--- src/design/psgq_pkg.sv ---
package psgq_pkg;

    localparam int TABLE_SIZE_DEF = 65536;

    typedef enum logic [3:0] {
        S_CLR,
        S_SV_INIT,
        S_SV_TEST,
        S_SV_CHK,
        S_SV_MARK,
        S_IDLE,
        S_DISP,
        S_PRIM_CK,
        S_G_BND,
        S_G_CKP,
        S_G_CKF,
        S_G_CKS,
        S_DONE
    } state_t;

    typedef enum logic [2:0] {
        PR_SIEVE,
        PR_FIRST,
        PR_P,
        PR_FMP,
        PR_SMP
    } probe_sel_t;

    typedef enum logic [1:0] {
        RES_HOLD,
        RES_PRIM,
        RES_NONE,
        RES_FOUND
    } res_op_t;

    typedef struct packed {
        logic       clr_step;
        logic       sv_init;
        logic       i_inc;
        logic       j_load;
        logic       mark;
        logic       cap;
        logic       p_inc;
        probe_sel_t probe_sel;
        res_op_t    res_op;
        logic       load_out;
    } cmd_t;

    typedef struct packed {
        logic clr_last;
        logic sq_lt_ts;
        logic j_lt_ts;
        logic probe_prime;
        logic p_over;
        logic act;
    } status_t;

endpackage

--- src/design/psgq_ctrl.sv ---
module psgq_ctrl
    import psgq_pkg::*;
(
    input  logic    clk,
    input  logic    rst_n,
    input  logic    req_valid,
    output logic    req_stall,
    output logic    rsp_valid,
    input  logic    rsp_stall,
    input  status_t status,
    output cmd_t    cmd
);

    state_t state_reg, state_next;
    logic   rsp_valid_reg, rsp_valid_next;
    logic   out_free;

    assign out_free  = !rsp_valid_reg || !rsp_stall;
    assign req_stall = (state_reg != S_IDLE);
    assign rsp_valid = rsp_valid_reg;

    always_ff @(posedge clk or negedge rst_n)
    begin
        if (!rst_n)
        begin
            state_reg     <= S_CLR;
            rsp_valid_reg <= 1'b0;
        end
        else
        begin
            state_reg     <= state_next;
            rsp_valid_reg <= rsp_valid_next;
        end
    end

    always_comb
    begin
        rsp_valid_next = rsp_valid_reg;
        if (cmd.load_out)
            rsp_valid_next = 1'b1;
        else if (rsp_valid_reg && !rsp_stall)
            rsp_valid_next = 1'b0;
    end

    always_comb
    begin
        state_next = state_reg;
        unique case (state_reg)
            S_CLR:     if (status.clr_last) state_next = S_SV_INIT;
            S_SV_INIT: state_next = S_SV_TEST;
            S_SV_TEST: state_next = status.sq_lt_ts ? S_SV_CHK : S_IDLE;
            S_SV_CHK:  state_next = status.probe_prime ? S_SV_MARK : S_SV_TEST;
            S_SV_MARK: if (!status.j_lt_ts) state_next = S_SV_TEST;
            S_IDLE:    if (req_valid) state_next = S_DISP;
            S_DISP:    state_next = status.act ? S_G_BND : S_PRIM_CK;
            S_PRIM_CK: state_next = S_DONE;
            S_G_BND:   state_next = status.p_over ? S_DONE : S_G_CKP;
            S_G_CKP:   state_next = status.probe_prime ? S_G_CKF : S_G_BND;
            S_G_CKF:   state_next = status.probe_prime ? S_G_CKS : S_G_BND;
            S_G_CKS:   state_next = status.probe_prime ? S_DONE : S_G_BND;
            S_DONE:    if (out_free) state_next = S_IDLE;
            default:   state_next = S_CLR;
        endcase
    end

    always_comb
    begin
        cmd = '0;
        cmd.probe_sel = PR_SIEVE;
        cmd.res_op    = RES_HOLD;
        unique case (state_reg)
            S_CLR:     cmd.clr_step = 1'b1;
            S_SV_INIT: cmd.sv_init = 1'b1;
            S_SV_TEST: cmd.j_load = 1'b1;
            S_SV_CHK:  cmd.i_inc = !status.probe_prime;
            S_SV_MARK:
            begin
                cmd.mark  = status.j_lt_ts;
                cmd.i_inc = !status.j_lt_ts;
            end
            S_IDLE:    cmd.cap = req_valid;
            S_DISP:    cmd.probe_sel = PR_FIRST;
            S_PRIM_CK: cmd.res_op = RES_PRIM;
            S_G_BND:
            begin
                cmd.probe_sel = PR_P;
                if (status.p_over)
                    cmd.res_op = RES_NONE;
            end
            S_G_CKP:
            begin
                cmd.probe_sel = PR_FMP;
                cmd.p_inc     = !status.probe_prime;
            end
            S_G_CKF:
            begin
                cmd.probe_sel = PR_SMP;
                cmd.p_inc     = !status.probe_prime;
            end
            S_G_CKS:
            begin
                cmd.p_inc = !status.probe_prime;
                if (status.probe_prime)
                    cmd.res_op = RES_FOUND;
            end
            S_DONE:    cmd.load_out = out_free;
            default:   cmd.probe_sel = PR_SIEVE;
        endcase
    end

endmodule

--- config.mk ---
export PLATFORM = sky130hd
export DESIGN_NAME = psgq_ctrl
export DESIGN_NICKNAME = d
export VERILOG_FILES = /design/src/design/psgq_pkg.sv /design/src/design/psgq_ctrl.sv
export SDC_FILE = /design/constraint.sdc
export NUM_CORES = 1
export LEC_CHECK = 0
export BUFFER_PORTS_ARGS = -buffer_cell sky130_fd_sc_hd__buf_2
export CORE_AREA = 2 2 39 41
export DETAILED_ROUTE_END_ITERATION = 7
export DIE_AREA = 0 0 41 43
export PLACE_DENSITY = 0.75
export SLEW_MARGIN = 20
export SYNTH_ARGS = -nofsm -noshare
export SYNTH_HDL_FRONTEND = slang
export SYNTH_SLANG_ARGS = --single-unit
export TNS_END_PERCENT = 50
--- constraint.sdc ---
create_clock -name clk -period 2.55 [get_ports clk]
set_input_delay 0.255 -clock clk [delete_from_list [all_inputs] [get_ports clk]]
set_output_delay 0.255 -clock clk [all_outputs]
set_load 0.05 [all_outputs]
Yosys cells after proc, flatten, opt, wreduce, memory -nomap -nowiden. Index checks and enable logic that the tools add are counted.

Reduce and logical (&&, ||, !) cells: 10. Mux-type cells: 26. Equal/unequal tests: 17.

Operators by type and width (count): $pmux 4 s13 (1); $eq 4x4->1 const B (5); $mux 4 (5); $eq 4x3->1 const B (4); $mux 3 (4); $pmux 3 s4 (1); $mux 1 (9); $eq 4x2->1 const B (2); $mux 2 (4); $ne 2x2->1 const B (4); $pmux 2 s3 (1); $eq 4x1->1 const B (1); $logic_not 1->1 (4); $logic_not 4->1 (1); $ne 4x3->1 const B (1); $reduce_and 4->1 (1); $reduce_or 3->1 (1); $pmux 1 s2 (1); $reduce_bool 2->1 (1); $logic_and 1x1->1 (1); $logic_or 1x1->1 (1).

Input port bits: 10. Output and inout port bits: 15. Bits in registers: 5. Word-level logic and storage cells: 55.

Logic depth before layout (Yosys ltp).
Depth after elaboration: 4. Gate-level depth with buffers: 6. Mapped depth without buffers: 4.

Worst setup path after synthesis. OpenSTA, ideal clock, no wires.

Kind: register to output. Start: register state_reg[2]. End: output cmd[6] (netlist bit). Path buffers: 2. Data required time: 2.295 ns. Cell stages (with the launch flop): 5. Data arrival time: 1.924 ns. Slack: 0.371 ns. Cells stage by stage: dfrtp_1 buf_4 buf_2 nand2b_1 nor3_1.

RTL lines: start: declaration (RTL line psgq_ctrl.sv:14) `state_t state_reg, state_next;`; start signal: assignment (RTL line psgq_ctrl.sv:31) `state_reg <= state_next;`; end: declaration (RTL line psgq_ctrl.sv:11) `output cmd_t cmd`.

==> metrics.txt <==
Yosys cell types=33; pre-CTS WS=0.740 ns; die width=41 µm; max FFs per register=4; die height=43 µm; Max Cap Violations=0; PortBufs=24; setup ws final=0.474 ns; Tot GR Track Use=0.185; antenna-violating nets left=0; Syn Nets=95; WL final=1410 µm; Rel. slew slack=0.555; n_diodes=0; CTS tree=built; clk_skew=0.000263 ns; clock latency on the worst-skew pair=0.24 ns; final setup violation count=0; core area=1380 µm²; drt via density=5.42; Req. time, crit path=2.30 ns; CTS Buffer Depth=2; Yosys reg bits=5; synthesis warning total=0; Post-DP HPWL=1030 µm; average cell area after synthesis=7.51 µm²; vias in the first global route=552; Synth top area share=0.196; worst hold path class=input port to flip-flop; synthesized cell area=638 µm²; status=finished, final reports clean; DR pass1 iterations=4; most common cell in the netlist=nand2_1; P_leak=0.346 nW; register area=125 µm²; largest net degree at the start of global routing=23; max-slew violations=0; Fillers=151; Rows=14; VDD IR-drop max=0.690 mV; area delta synth->final=17.3%; vias post-DR=650; CTS clk-pin slew, worst paths=0.04 ns; top cells by area, synth=dfrtp_1, nand2b_1, nor3_1; RSZ-0062 raised after global routing=false; final setup TNS=0 ns; Critical Path AT=1.82 ns; dominant cell type by area after synthesis=dfrtp_1; H-tree levels=1; grt ovf=0; CP max FO=20; Final Cycle Share=0.814; Worst-Margin Slew=0.668 ns; Die Area=1760 µm²; crit path capture type=primary output; CP Class=flip-flop to primary output; Layout Nets=115; Num CTS Buffers=3; share of layout cells above drive strength 1=0.308; Synth async-reset ratio=1.00; Cells after Synth=85; Remaining DRCs=0; Final Wtd Congestion=0.790; final hold vios=0; Fmax=482 MHz; initial antenna violation count=0; clock sink count=5; Seq/Total Area, Yosys=0.196; top cells by instance count after synthesis=nand2_1, nand2b_1, nor3_1; first-pass GRT wire length=2300 µm; Worst setup SP type=flip-flop; I/O pins=25; Initial Util=0.461; PD cells=1390 nW/µm²; area of the multi-input gates=447 µm²; min Tclk post-route=2.08 ns; CTS root buf=clkbuf_4; Most used DFF post-synth=dfrtp_1; Initial DRC Count=9; number of synthesized flops with an enable pin=0; routed len/inst=11.7 µm; Final Util=0.541
==> stage by stage <==
stage	power (mW)	hold slack (ns)	instance area, µm²	instances
2_1_floorplan	0.876	-0.0406	638	85
3_3_place_gp	0.943	0.0713	712	115
3_5_place_dp	0.948	0.0742	712	115
4_1_cts	1.05	0.261	748	120
5_1_grt	1.12	0.262	748	120
6_report	1.04	0.263	748	120
==> routing by layer <==
layer / vias to the layer above / routed length [µm] / global-route usage / share of wire
li1: 345 / - / - / -
met1: 285 / 664 / 0.252 / 0.47
met2: 20 / 667 / 0.284 / 0.47
met3: 0 / 74 / 0.0628 / 0.053
met4: 0 / 0 / 0.0200 / 0
met5: - / 0 / 0 / 0
==> repair_timing <==
action                                 in CTS  in global routing
endpoints found under the hold margin       5                  0
gates resized for setup                     0                  0
setup buffers                               0                  0
hold buffers                                1                  0
==> cell families (layout without fill, tap and decap cells) <==
group,Yosys count,after routing,share of synthesized area
simple gates,47,47,0.443
buf+inv,10,29,0.104
flops,5,5,0.196
xor+xnor,1,1,0.0137
compound gates,22,22,0.243
==> worst paths after layout <==
check,depth (start not counted),to,slack (ns),from
worst max-delay path,4,cmd[10],0.47,state_reg[0]
worst min-delay path,2,state_reg[0],0.26,req_valid
min in group asynchronous,2,state_reg[3],0.36,rst_n
worst max register to register,4,state_reg[2],0.77,state_reg[2]
max in group asynchronous,2,state_reg[1],2.06,rst_n
worst min register to register,2,rsp_valid,0.58,rsp_valid
==> where the power goes <==
part	switching, mW	internal, mW
Combinational	0.436	0.241
Clock	0.0311	0.0591
Sequential	0.160	0.112
Total	0.627	0.412
==> layout make-up <==
| cell class | instances | share of cell area |
|---|---|---|
| Tap cell | 16 | 0.0268 |
| Clock buffer | 4 | 0.0351 |
| Multi-Input combinational cell | 70 | 0.597 |
| Sequential cell | 5 | 0.167 |
| Timing Repair Buffer | 25 | 0.174 |
==> critical path: stages, from the launching register on <==
cell	delay, ns
dfrtp_1	0.76
nand2_1	0.15
o32a_1	0.32
nor2_1	0.08
buf_2	0.27
==> placed cells by master, fill, tap and decap left out, types with 2 or more instances in the layout <==
cell type	instances
nor3b_1	4
o21ai_1	5
and2_1	2
a21oi_1	3
nor2_1	4
nand2_1	8
o22ai_1	2
nor2_2	2
dfrtp_1	5
and3_1	2
nor3_1	6
nor2b_1	4
nand2b_1	7
o21ai_0	4
a31oi_1	2
buf_2	24
clkbuf_4	3
Power figures use the tool's default switching activity.
